**src/sv/dsch_pkg.sv**
```systemverilog
// Package: types, codes and helper functions for the disk request scheduler.
package dsch_pkg;

	localparam int TABLE_DEPTH = 32;
	localparam int IW = $clog2(TABLE_DEPTH);
	localparam int CW = $clog2(TABLE_DEPTH + 1);

	typedef logic [IW-1:0] idx_t;
	typedef logic [CW-1:0] cnt_t;

	localparam logic OP_ADD  = 1'b0;
	localparam logic OP_PICK = 1'b1;

	localparam logic [1:0] STS_ADDED   = 2'd0;
	localparam logic [1:0] STS_DROPPED = 2'd1;
	localparam logic [1:0] STS_GRANTED = 2'd2;
	localparam logic [1:0] STS_EMPTY   = 2'd3;

	localparam logic [2:0] POL_FIFO  = 3'd0;
	localparam logic [2:0] POL_SSTF  = 3'd1;
	localparam logic [2:0] POL_LOOK  = 3'd2;
	localparam logic [2:0] POL_CLOOK = 3'd3;
	localparam logic [2:0] POL_FLOOK = 3'd4;

	typedef struct packed {
		logic        op;
		logic [15:0] req_id;
		logic [15:0] req_track;
		logic [15:0] head_track;
	} cmd_t;

	typedef struct packed {
		logic [1:0]  status;
		logic [15:0] grant_id;
		logic [15:0] grant_track;
		logic        dir_down;
		logic        batch_swapped;
	} rsp_t;

	typedef struct packed {
		logic        valid;
		logic [15:0] id;
		logic [15:0] track;
		logic        batch;
	} ent_t;

	typedef struct packed {
		logic load;
		logic shift;
	} cell_ctl_t;

	typedef struct packed {
		logic        pv;
		idx_t        pos;
		logic [15:0] pd;
		logic        nv;
		idx_t        neg;
		logic [15:0] nd;
	} look_t;

	typedef enum logic [1:0] {
		S_IDLE,
		S_SCAN,
		S_DECIDE,
		S_READ
	} state_t;

	// Fold one entry into the nearest-above / nearest-below trackers.
	function automatic look_t look_step(look_t l, logic [15:0] t, logic [15:0] h, idx_t i);
		look_t r;
		logic [15:0] d;
		r = l;
		d = '0;
		if (t == h) begin
			r.pv = 1'b1; r.pos = i; r.pd = '0;
			r.nv = 1'b1; r.neg = i; r.nd = '0;
		end else if (t > h) begin
			d = t - h;
			if (!l.pv || d < l.pd) begin
				r.pv = 1'b1; r.pos = i; r.pd = d;
			end
		end else begin
			d = h - t;
			if (!l.nv || d < l.nd) begin
				r.nv = 1'b1; r.neg = i; r.nd = d;
			end
		end
		return r;
	endfunction

	// Choose in the sweep direction, reversing when nothing lies that way.
	function automatic idx_t look_choose(look_t l, logic dir_down);
		idx_t r;
		r = '0;
		if (!dir_down) begin
			if (l.pv) r = l.pos;
			else if (l.nv) r = l.neg;
		end else begin
			if (l.nv) r = l.neg;
			else if (l.pv) r = l.pos;
		end
		return r;
	endfunction

endpackage

```
**src/sv/dsch_cell.sv**
```systemverilog
// One table cell: holds a pending request and takes its upper neighbor on compaction.
module dsch_cell import dsch_pkg::*; (
	input  logic      clk,
	input  logic      arst_n,
	input  cell_ctl_t ctl,
	input  ent_t      din,
	input  ent_t      nbr,
	output ent_t      ent
);

	logic        valid_q;
	logic [15:0] id_q;
	logic [15:0] track_q;
	logic        batch_q;

	// Valid bit: cleared under reset, set on load, taken from the neighbor on shift.
	always_ff @(posedge clk or negedge arst_n) begin
		if (!arst_n) begin
			valid_q <= 1'b0;
		end else if (ctl.load) begin
			valid_q <= 1'b1;
		end else if (ctl.shift) begin
			valid_q <= nbr.valid;
		end
	end

	// Load a new request or advance the neighbor's payload.
	always_ff @(posedge clk) begin
		if (ctl.load) begin
			id_q    <= din.id;
			track_q <= din.track;
			batch_q <= din.batch;
		end else if (ctl.shift) begin
			id_q    <= nbr.id;
			track_q <= nbr.track;
			batch_q <= nbr.batch;
		end
	end

	assign ent = '{valid: valid_q, id: id_q, track: track_q, batch: batch_q};

endmodule

```
**src/sv/disk_request_scheduler_top.sv**
```systemverilog
// Top level: disk request scheduler with a compacting row of request cells.
//
// Usage: drive cmd and raise start while busy is low; the item transfers at
// that edge. One result per item appears on rsp for exactly one cycle with
// done high; the receiver cannot stall it.
// The table is a row of TABLE_DEPTH cells kept in arrival order; a grant
// removes one cell and every cell above it takes its upper neighbor's entry.
// An add, a dropped add or a pick on an empty table gives its result in the
// cycle after the transfer, and busy stays low.
// A pick with n pending requests scans the cells one per cycle through a
// single read port, then decides and reads the winner in S_DECIDE and S_READ;
// result in the first cycle with busy low; a new item may transfer in that cycle.
// policy_q is set through cfg_we / cfg_wdata; write it only while the block is
// idle, which the block itself does not enforce. Reset empties the table, sets
// the sweep upward, the active batch to one and the policy to FIFO.
module disk_request_scheduler_top import dsch_pkg::*; (
	input  logic       clk,
	input  logic       arst_n,
	input  logic       start,
	output logic       busy,
	input  cmd_t       cmd,
	output logic       done,
	output rsp_t       rsp,
	input  logic       cfg_we,
	input  logic [2:0] cfg_wdata
);

	state_t      state_q, state_d;
	cnt_t        count_q;
	idx_t        cnt_q;
	idx_t        sel_q;
	logic [2:0]  policy_q;
	logic        dir_q;
	logic        ab_q;
	logic        swapped_q;
	logic [15:0] head_q;
	logic        done_q;
	rsp_t        rsp_q;
	look_t       look_q [3];
	logic        bv_q;
	idx_t        best_q;
	logic [15:0] bd_q;
	logic        cv_q;
	idx_t        cpos_q;
	logic [15:0] cd_q;
	logic        lv_q;
	idx_t        low_q;
	logic [15:0] lt_q;

	ent_t        ents [TABLE_DEPTH];
	cell_ctl_t   ctls [TABLE_DEPTH];
	ent_t        new_ent;
	ent_t        rd;
	idx_t        addr;
	logic        accept;
	logic        add_en;
	logic        rm_en;
	idx_t        sel_d;
	logic        nab;
	logic        any_act;
	logic [15:0] t;
	logic [15:0] seek;

	assign accept  = start && !busy;
	assign add_en  = accept && cmd.op == OP_ADD && count_q != cnt_t'(TABLE_DEPTH);
	assign new_ent = '{valid: 1'b1, id: cmd.req_id, track: cmd.req_track, batch: ~ab_q};

	// Cell row: compaction moves each entry from the removed slot upward down one place.
	for (genvar i = 0; i < TABLE_DEPTH; i++) begin : g_cell
		ent_t nbr;
		if (i == TABLE_DEPTH - 1) begin : g_top
			assign nbr = '0;
		end else begin : g_mid
			assign nbr = ents[i+1];
		end
		assign ctls[i].load  = add_en && count_q == cnt_t'(i);
		assign ctls[i].shift = rm_en && sel_q <= idx_t'(i);
		dsch_cell u_cell (
			.clk    (clk),
			.arst_n (arst_n),
			.ctl    (ctls[i]),
			.din    (new_ent),
			.nbr    (nbr),
			.ent    (ents[i])
		);
	end

	// Single read port over the row.
	assign addr = (state_q == S_SCAN) ? cnt_q : sel_q;
	assign rd   = ents[addr];
	assign t    = rd.track;
	assign seek = (t >= head_q) ? t - head_q : head_q - t;

	// Next state and compaction enable.
	always_comb begin
		state_d = state_q;
		rm_en   = 1'b0;
		case (state_q)
			S_IDLE: begin
				if (accept && cmd.op == OP_PICK && count_q != '0) state_d = S_SCAN;
			end
			S_SCAN: begin
				if (cnt_t'(cnt_q) == count_q - cnt_t'(1)) state_d = S_DECIDE;
			end
			S_DECIDE: state_d = S_READ;
			S_READ: begin
				rm_en   = 1'b1;
				state_d = S_IDLE;
			end
			default: state_d = S_IDLE;
		endcase
	end

	// Decide the winner from the scan trackers.
	always_comb begin
		any_act = look_q[{1'b0, ab_q}].pv || look_q[{1'b0, ab_q}].nv;
		nab     = any_act ? ab_q : ~ab_q;
		sel_d   = '0;
		case (policy_q)
			POL_SSTF:  sel_d = best_q;
			POL_LOOK:  sel_d = look_choose(look_q[2], dir_q);
			POL_CLOOK: sel_d = cv_q ? cpos_q : low_q;
			POL_FLOOK: sel_d = look_choose(look_q[{1'b0, nab}], dir_q);
			default:   sel_d = '0;
		endcase
	end

	always_ff @(posedge clk or negedge arst_n) begin
		if (!arst_n) begin
			state_q  <= S_IDLE;
		end else begin
			state_q  <= state_d;
		end
	end

	// Control registers: fill count, policy, direction, batch, swap flag, strobe.
	always_ff @(posedge clk or negedge arst_n) begin
		if (!arst_n) begin
			count_q   <= '0;
			policy_q  <= POL_FIFO;
			dir_q     <= 1'b0;
			ab_q      <= 1'b1;
			done_q    <= 1'b0;
			swapped_q <= 1'b0;
		end else begin
			done_q <= 1'b0;
			if (cfg_we) policy_q <= cfg_wdata;
			if (accept && (cmd.op == OP_ADD || count_q == '0)) done_q <= 1'b1;
			if (add_en) count_q <= count_q + cnt_t'(1);
			if (state_q == S_DECIDE) begin
				swapped_q <= 1'b0;
				if (policy_q == POL_FLOOK && !any_act) begin
					ab_q      <= ~ab_q;
					swapped_q <= 1'b1;
				end
			end
			if (state_q == S_READ) begin
				count_q <= count_q - cnt_t'(1);
				done_q  <= 1'b1;
				if (rd.track > head_q) dir_q <= 1'b0;
				else if (rd.track < head_q) dir_q <= 1'b1;
			end
		end
	end

	// Scan datapath and result register.
	always_ff @(posedge clk) begin
		if (accept) begin
			head_q <= cmd.head_track;
			cnt_q  <= '0;
			for (int k = 0; k < 3; k++) begin
				look_q[k].pv <= 1'b0;
				look_q[k].nv <= 1'b0;
			end
			bv_q <= 1'b0;
			cv_q <= 1'b0;
			lv_q <= 1'b0;
			rsp_q.grant_id      <= '0;
			rsp_q.grant_track   <= '0;
			rsp_q.dir_down      <= dir_q;
			rsp_q.batch_swapped <= 1'b0;
			if (cmd.op == OP_ADD) rsp_q.status <= add_en ? STS_ADDED : STS_DROPPED;
			else rsp_q.status <= STS_EMPTY;
		end
		if (state_q == S_SCAN) begin
			cnt_q     <= cnt_q + idx_t'(1);
			look_q[2] <= look_step(look_q[2], t, head_q, cnt_q);
			if (rd.batch) look_q[1] <= look_step(look_q[1], t, head_q, cnt_q);
			else look_q[0] <= look_step(look_q[0], t, head_q, cnt_q);
			if (!bv_q || seek < bd_q) begin
				bv_q <= 1'b1; best_q <= cnt_q; bd_q <= seek;
			end
			if (t >= head_q) begin
				if (!cv_q || t - head_q < cd_q) begin
					cv_q <= 1'b1; cpos_q <= cnt_q; cd_q <= t - head_q;
				end
			end else if (!lv_q || t < lt_q) begin
				lv_q <= 1'b1; low_q <= cnt_q; lt_q <= t;
			end
		end
		if (state_q == S_DECIDE) sel_q <= sel_d;
		if (state_q == S_READ) begin
			rsp_q.status        <= STS_GRANTED;
			rsp_q.grant_id      <= rd.id;
			rsp_q.grant_track   <= rd.track;
			rsp_q.batch_swapped <= swapped_q;
			if (rd.track > head_q) rsp_q.dir_down <= 1'b0;
			else if (rd.track < head_q) rsp_q.dir_down <= 1'b1;
			else rsp_q.dir_down <= dir_q;
		end
	end

	assign busy = state_q != S_IDLE;
	assign done = done_q;
	assign rsp  = rsp_q;

`ifndef ASSERT_OFF
	a_count_range: assert property (@(posedge clk) disable iff (!arst_n)
		count_q <= cnt_t'(TABLE_DEPTH))
		else $error("fill count beyond table depth");
	a_add_grows: assert property (@(posedge clk) disable iff (!arst_n)
		add_en |=> count_q == $past(count_q) + cnt_t'(1))
		else $error("accepted add did not grow the table");
	a_read_done: assert property (@(posedge clk) disable iff (!arst_n)
		state_q == S_READ |=> done && rsp.status == STS_GRANTED)
		else $error("grant not delivered after read");
	a_no_start_busy: assert property (@(posedge clk) disable iff (!arst_n)
		state_q == S_SCAN |-> count_q != '0)
		else $error("scan running on an empty table");
`endif

endmodule

```
**config.mk**
```make
export PLATFORM = sky130hd
export DESIGN_NAME = disk_request_scheduler_top
export DESIGN_NICKNAME = d
export VERILOG_FILES = /design/src/sv/dsch_pkg.sv /design/src/sv/dsch_cell.sv /design/src/sv/disk_request_scheduler_top.sv
export SDC_FILE = /design/constraint.sdc
export NUM_CORES = 2
export LEC_CHECK = 0
export BUFFER_PORTS_ARGS = -buffer_cell sky130_fd_sc_hd__buf_2
export CELL_PAD_IN_SITES_DETAIL_PLACEMENT = 0
export CELL_PAD_IN_SITES_GLOBAL_PLACEMENT = 1
export CORE_MARGIN = 2
export CORE_UTILIZATION = 50
export CTS_BUF_LIST = sky130_fd_sc_hd__clkbuf_16
export DETAILED_ROUTE_END_ITERATION = 10
export PLACE_DENSITY = 0.77
export SYNTH_ARGS = -nofsm -noshare
export SYNTH_HDL_FRONTEND = slang
export SYNTH_HIERARCHICAL = 1
export SYNTH_SLANG_ARGS = --single-unit
```
**constraint.sdc**
```tcl
create_clock -name clk -period 8.43 [get_ports clk]
set_clock_uncertainty 0.05 [all_clocks]
set_input_delay 0.843 -clock clk [delete_from_list [all_inputs] [get_ports clk]]
set_output_delay 0.843 -clock clk [all_outputs]
set_load 0.01 [all_outputs]
```
After elaboration in Yosys (flattened, before gate mapping)
Memory sizes are Yosys's and may differ from the RTL's. Cells that the tools add are included.

Flip-flop bits (word level): 1231. Bits in writable memories: 132. Output and inout bits: 38. Memories: 1.

$add $sub $neg: 5. Magnitude comparators: 45. Equal/unequal tests: 43. Mux-type cells: 336. Bitwise operators: 10. Reduce and logical (&&, ||, !) cells: 137.

Memories: look_q (words 3, width 44, rd ports 5, clocked after Yosys merged registers in 0, write ports 3, line disk_request_scheduler_top.sv:39) `look_t look_q [3];`.

Operators with widths (count): $mux 16 (128); $mux 44 (8); $mux 22 (12); $bmux 34 s5 (1); $mux 1 (162); $lt 16x16->1 (10); $eq 6x5->1 const B (16); $le 5x5->1 const B (16); $reduce_bool 2->1 (36); $logic_and 1x1->1 (71); $mux 5 (14); $mux 34 (2); $mux 33 (2); $eq 6x4->1 const B (8); $le 5x4->1 const B (8); $sub 16x16->16 (2); $eq 6x3->1 const B (4); $le 5x3->1 const B (4); $pmux 5 s4 (1); $eq 16x16->1 (1); $ge 16x16->1 (1); $gt 16x16->1 (1); $eq 6x2->1 const B (2); $mux 6 (2); 28 further kinds (64).

Logic depth before layout (Yosys ltp)
Word-level depth: 15. Gate-level depth with buffers: 33. Gate-level depth less buffers: 26.

Cells and area by module
The synthesis kept the hierarchy.

By module, submodules not included: dsch_cell (instances 32, cells an instance 76, area each 1600.3 um^2, sequential area each 1016.0 um^2); disk_request_scheduler_top (instances 1, cells an instance 2273, area each 24379.6 um^2, sequential area each 8134.1 um^2).

Least setup slack after synthesis
Ideal clock, no wire load.

Path kind: flip-flop to flip-flop. Start: register state_q[1]. End: register cd_q[0], enable pin. Setup time: 0.520 ns. Arrival time: 8.508 ns. Required time: 7.860 ns. Setup slack: -0.648 ns. Stages on the path, launching flop included: 27. Buffers on the path: 5. Period minus slack after synthesis: 9.078 ns. Cell sequence: dfrtp_1 inv_1 ha_1 mux2_4 buf_6 buf_6 buf_6 buf_6 mux4_2 nand2_1 nand3_1 a31oi_2 inv_1 ha_1 clkbuf_1 and3_1 o21ai_0 a31oi_1 a211o_1 a21oi_1 xnor2_1 ha_1 a21o_1 a21o_1 a21oi_1 o21ai_0 a2111oi_0.

RTL lines: from (decl) (line disk_request_scheduler_top.sv:28) `state_t state_q, state_d;`; from (signal assigned) (line disk_request_scheduler_top.sv:132) `state_q <= state_d;`; to (signal assigned) (line disk_request_scheduler_top.sv:195) `cv_q <= 1'b1; cpos_q <= cnt_q; cd_q <= t - head_q;`; to (decl) (line disk_request_scheduler_top.sv:45) `logic [15:0] cd_q;`.

==> PnR_summary.wiki <==
{| class="wikitable"
! Metric !! Value
|-
| CP Launch Point || state_q[1]
|-
| Worst Max-Slew Pin Slew || 1.16 ns
|-
| Top Family by Delay on Critical Path || compound AO/OA/AOI/OAI gates
|-
| Switching share of power || 21.3%
|-
| Clock insertion delay at the later pin of the skew report || 0.81 ns
|-
| Number of maximum-capacitance violations || 0
|-
| Power density over cell area || 170 nW/um^2
|-
| Die Span X || 389 um
|-
| Maximum buffer depth of the clock tree || 3
|-
| Total via count in the routed design || approximately 43000
|-
| Number of antenna violations at the first check in global routing || 7
|-
| Port bufs || 93
|-
| Vertical extent of the die || 389 um
|-
| Post-route clock period utilization || 95.9%
|-
| Net load switching power || 2.88 mW
|-
| Critical R2R Launch || state_q[1]
|-
| Layout overhead on the synthesized area || 7.81%
|-
| Power share of the clock group || 46.1%
|-
| Leakage Power || slightly below 30 nW
|-
| CP max-delay cell || sky130_fd_sc_hd__a311oi_1
|-
| Comb power frac || 1.0%
|-
| Standard cell core area || 147000 um^2
|-
| Vias in the first global route || approximately 42000
|-
| WP data required || between 8 and 9 ns
|-
| Number of DRC violations after detailed routing || 0
|-
| Total Power Consumption || 13.5 mW
|-
| Met3 Resource Use GR || 6.17%
|-
| Post-layout instance count excluding filler cells || 6707
|-
| Depth of the most critical reg-to-reg path || 26
|-
| Clock slew seen by the registers of the worst setup and hold paths || 0.06 ns
|-
| Time the final worst path needs with I/O delays and setup || between 8 and 9 ns
|-
| Worst path bufs/invs || 5
|-
| Buffer type at the clock tree root || sky130_fd_sc_hd__clkbuf_16
|-
| Met2 usage || between 40% and 50%
|-
| Final core occ || a little over half
|-
| Post-route setup TNS || 0 ns
|-
| Type of the worst setup path || flip-flop to flip-flop
|-
| TritonCTS clock tree || done
|-
| GP Congestion || 0.843
|-
| Cell depth of the worst min-delay path || 1
|-
| Total Die Area || 151000 um^2
|-
| Count of warnings emitted by yosys || 6
|-
| Grt met1 use || 38.2%
|-
| Top fanout value on the critical path || 43
|-
| Starting Density || 50.2%
|-
| Hold path startpoint || cmd[3]
|-
| Length of the first detailed-routing pass in iterations || 6
|-
| Routed via count divided by cell count || 6.35
|-
| TritonCTS Buffers || 149
|-
| Std-Cell Rows || between 100 and 150
|-
| Detail Route Antenna Nets || 0
|-
| Max-slew violation total from the final report || 0
|-
| Dpl cells || 6434
|-
| Post-synthesis average cell area || 16.2 um^2
|-
| Critical register-to-register path endpoint || look_q[2][43]
|-
| Part of the total power dissipated in sequential elements || 52.9%
|-
| Number of setup buffers added after CTS || 0
|-
| Data arrival time of the critical path || 8.58 ns
|-
| RSZ-0062 raised after global routing || no
|-
| Most used routing layer in global routing || met2
|-
| Worst Setup Start Kind || flip-flop
|-
| Total count of hold-check failures in the final report || 0
|-
| Internal power || roughly 11 mW
|-
| Run status || finished clean
|-
| Delay of the slowest cell on the worst path || 0.67 ns
|-
| Post-DR wirelength/cell || ~32 um
|-
| Maximum level of the CTS H-tree || 4
|-
| Hold path endpoint || head_q[3]
|-
| Fmax || 124 MHz
|-
| Placed wire-length estimate after detailed placement || 124 mm
|-
| Worst IR drop on VDD || 0.000186 V
|-
| Final layout net count || 4892
|-
| Maximum number of pins on one net before global-route repair || 81
|-
| Hold WC Path Type || input port to flip-flop
|-
| Overall overflow remaining after global route || 0
|-
| Logic depth of the worst setup path including buffers || 26
|-
| Drt total wl || 212 mm
|-
| I/O pin total || 94
|-
| Fraction of final layout cells with drive strength greater than 1 || 38.5%
|-
| Cell count after synthesis || around 4600
|-
| Wire length of the first global-routing pass || 306 mm
|-
| Register-to-register setup slack || 0.34 ns
|-
| Number of resized instances in the post-cts repair step || 0
|-
| Violation count after the first detailed-routing iteration || roughly 5300
|-
| Number of clock sinks || between 1000 and 1500
|-
| Worst rel slew slack || between 20% and 30%
|-
| Setup violators final || 0
|-
| Area of the mapped netlist || 74100 um^2
|-
| Setup crit end kind || flip-flop
|-
| All-layer global routing usage || between 20% and 30%
|}
## power groups by stage
stage / Clock (mW) / Sequential [mW] / Combinational (mW)
floorplan: 0 / 7.30 / 0.0328
global placement: 0 / 7.31 / 0.134
detailed placement: 0 / 7.31 / 0.136
CTS: 6.34 / 7.17 / 0.138
global route: 6.56 / 7.16 / 0.150
finish: 6.24 / 7.17 / 0.140
## worst max-delay path by stage
stage | end | slack (ns)
floorplan | cd_q[0] | 0.39
global placement | look_q[2][43] | 0.55
detailed placement | look_q[2][43] | 0.50
CTS | look_q[2][43] | 0.49
global route | look_q[2][43] | 0.05
finish | look_q[2][43] | 0.34
## final cells by class
cell class | count | area (um^2)
antenna | 3 | 7.51
clock buffer | 152 | 3800
clock inverter | 117 | 812
fill | 11700 | 67600
inverter | 209 | 785
multi-input combinational | 2750 | 30700
sequential | 1331 | 39800
tap | 1930 | 2410
timing repair buffer | 215 | 1510
## placed cells by master, fill, tap and decap left out, drive strengths merged, types with 29 or more instances in the layout
cell / count
a311oi: 30
nand4: 29
mux4: 253
nand2: 341
or2: 37
buf: 214
inv: 249
nor2: 155
ha: 178
clkbuf: 152
a21oi: 71
mux2i: 37
a21o: 59
edfxtp: 1311
nand3: 86
a31oi: 48
and3: 43
o21ai: 53
conb: 33
mux2: 1073
clkinv: 68
## metal layers
metal	vias up	share of wire (%)
met4	4	3.9
met3	467	9.8
met5	-	0.010
met2	2389	46
li1	17700	-
met1	22000	41
## through the flow
step | cell area, um^2 | setup slack [ns] | hold slack, ns
floorplan | 74200 | 0.390 | 0.411
finish | 79800 | 0.342 | 0.190
detailed placement | 75200 | 0.498 | 0.444
CTS | 79800 | 0.491 | 0.124
global placement | 75200 | 0.545 | 0.444
global route | 79800 | 0.0461 | 0.167
## flip-flops by register name, summed over array words and instances, names as in the netlist, 6 cells and up
name	flops
rsp	36
count_q	6
head_q	16
g_cell.u_cell/id_q	512
g_cell.u_cell/batch_q	32
bd_q	16
cd_q	16
lt_q	16
g_cell.u_cell/track_q	512
look_q	132
## what timing repair did
action,4_1_cts,5_1_grt
hold endpoints to repair,14,0
hold buffers,1,0
setup endpoints to repair,0,0
Note: power is estimated with default switching activity, not from simulation.
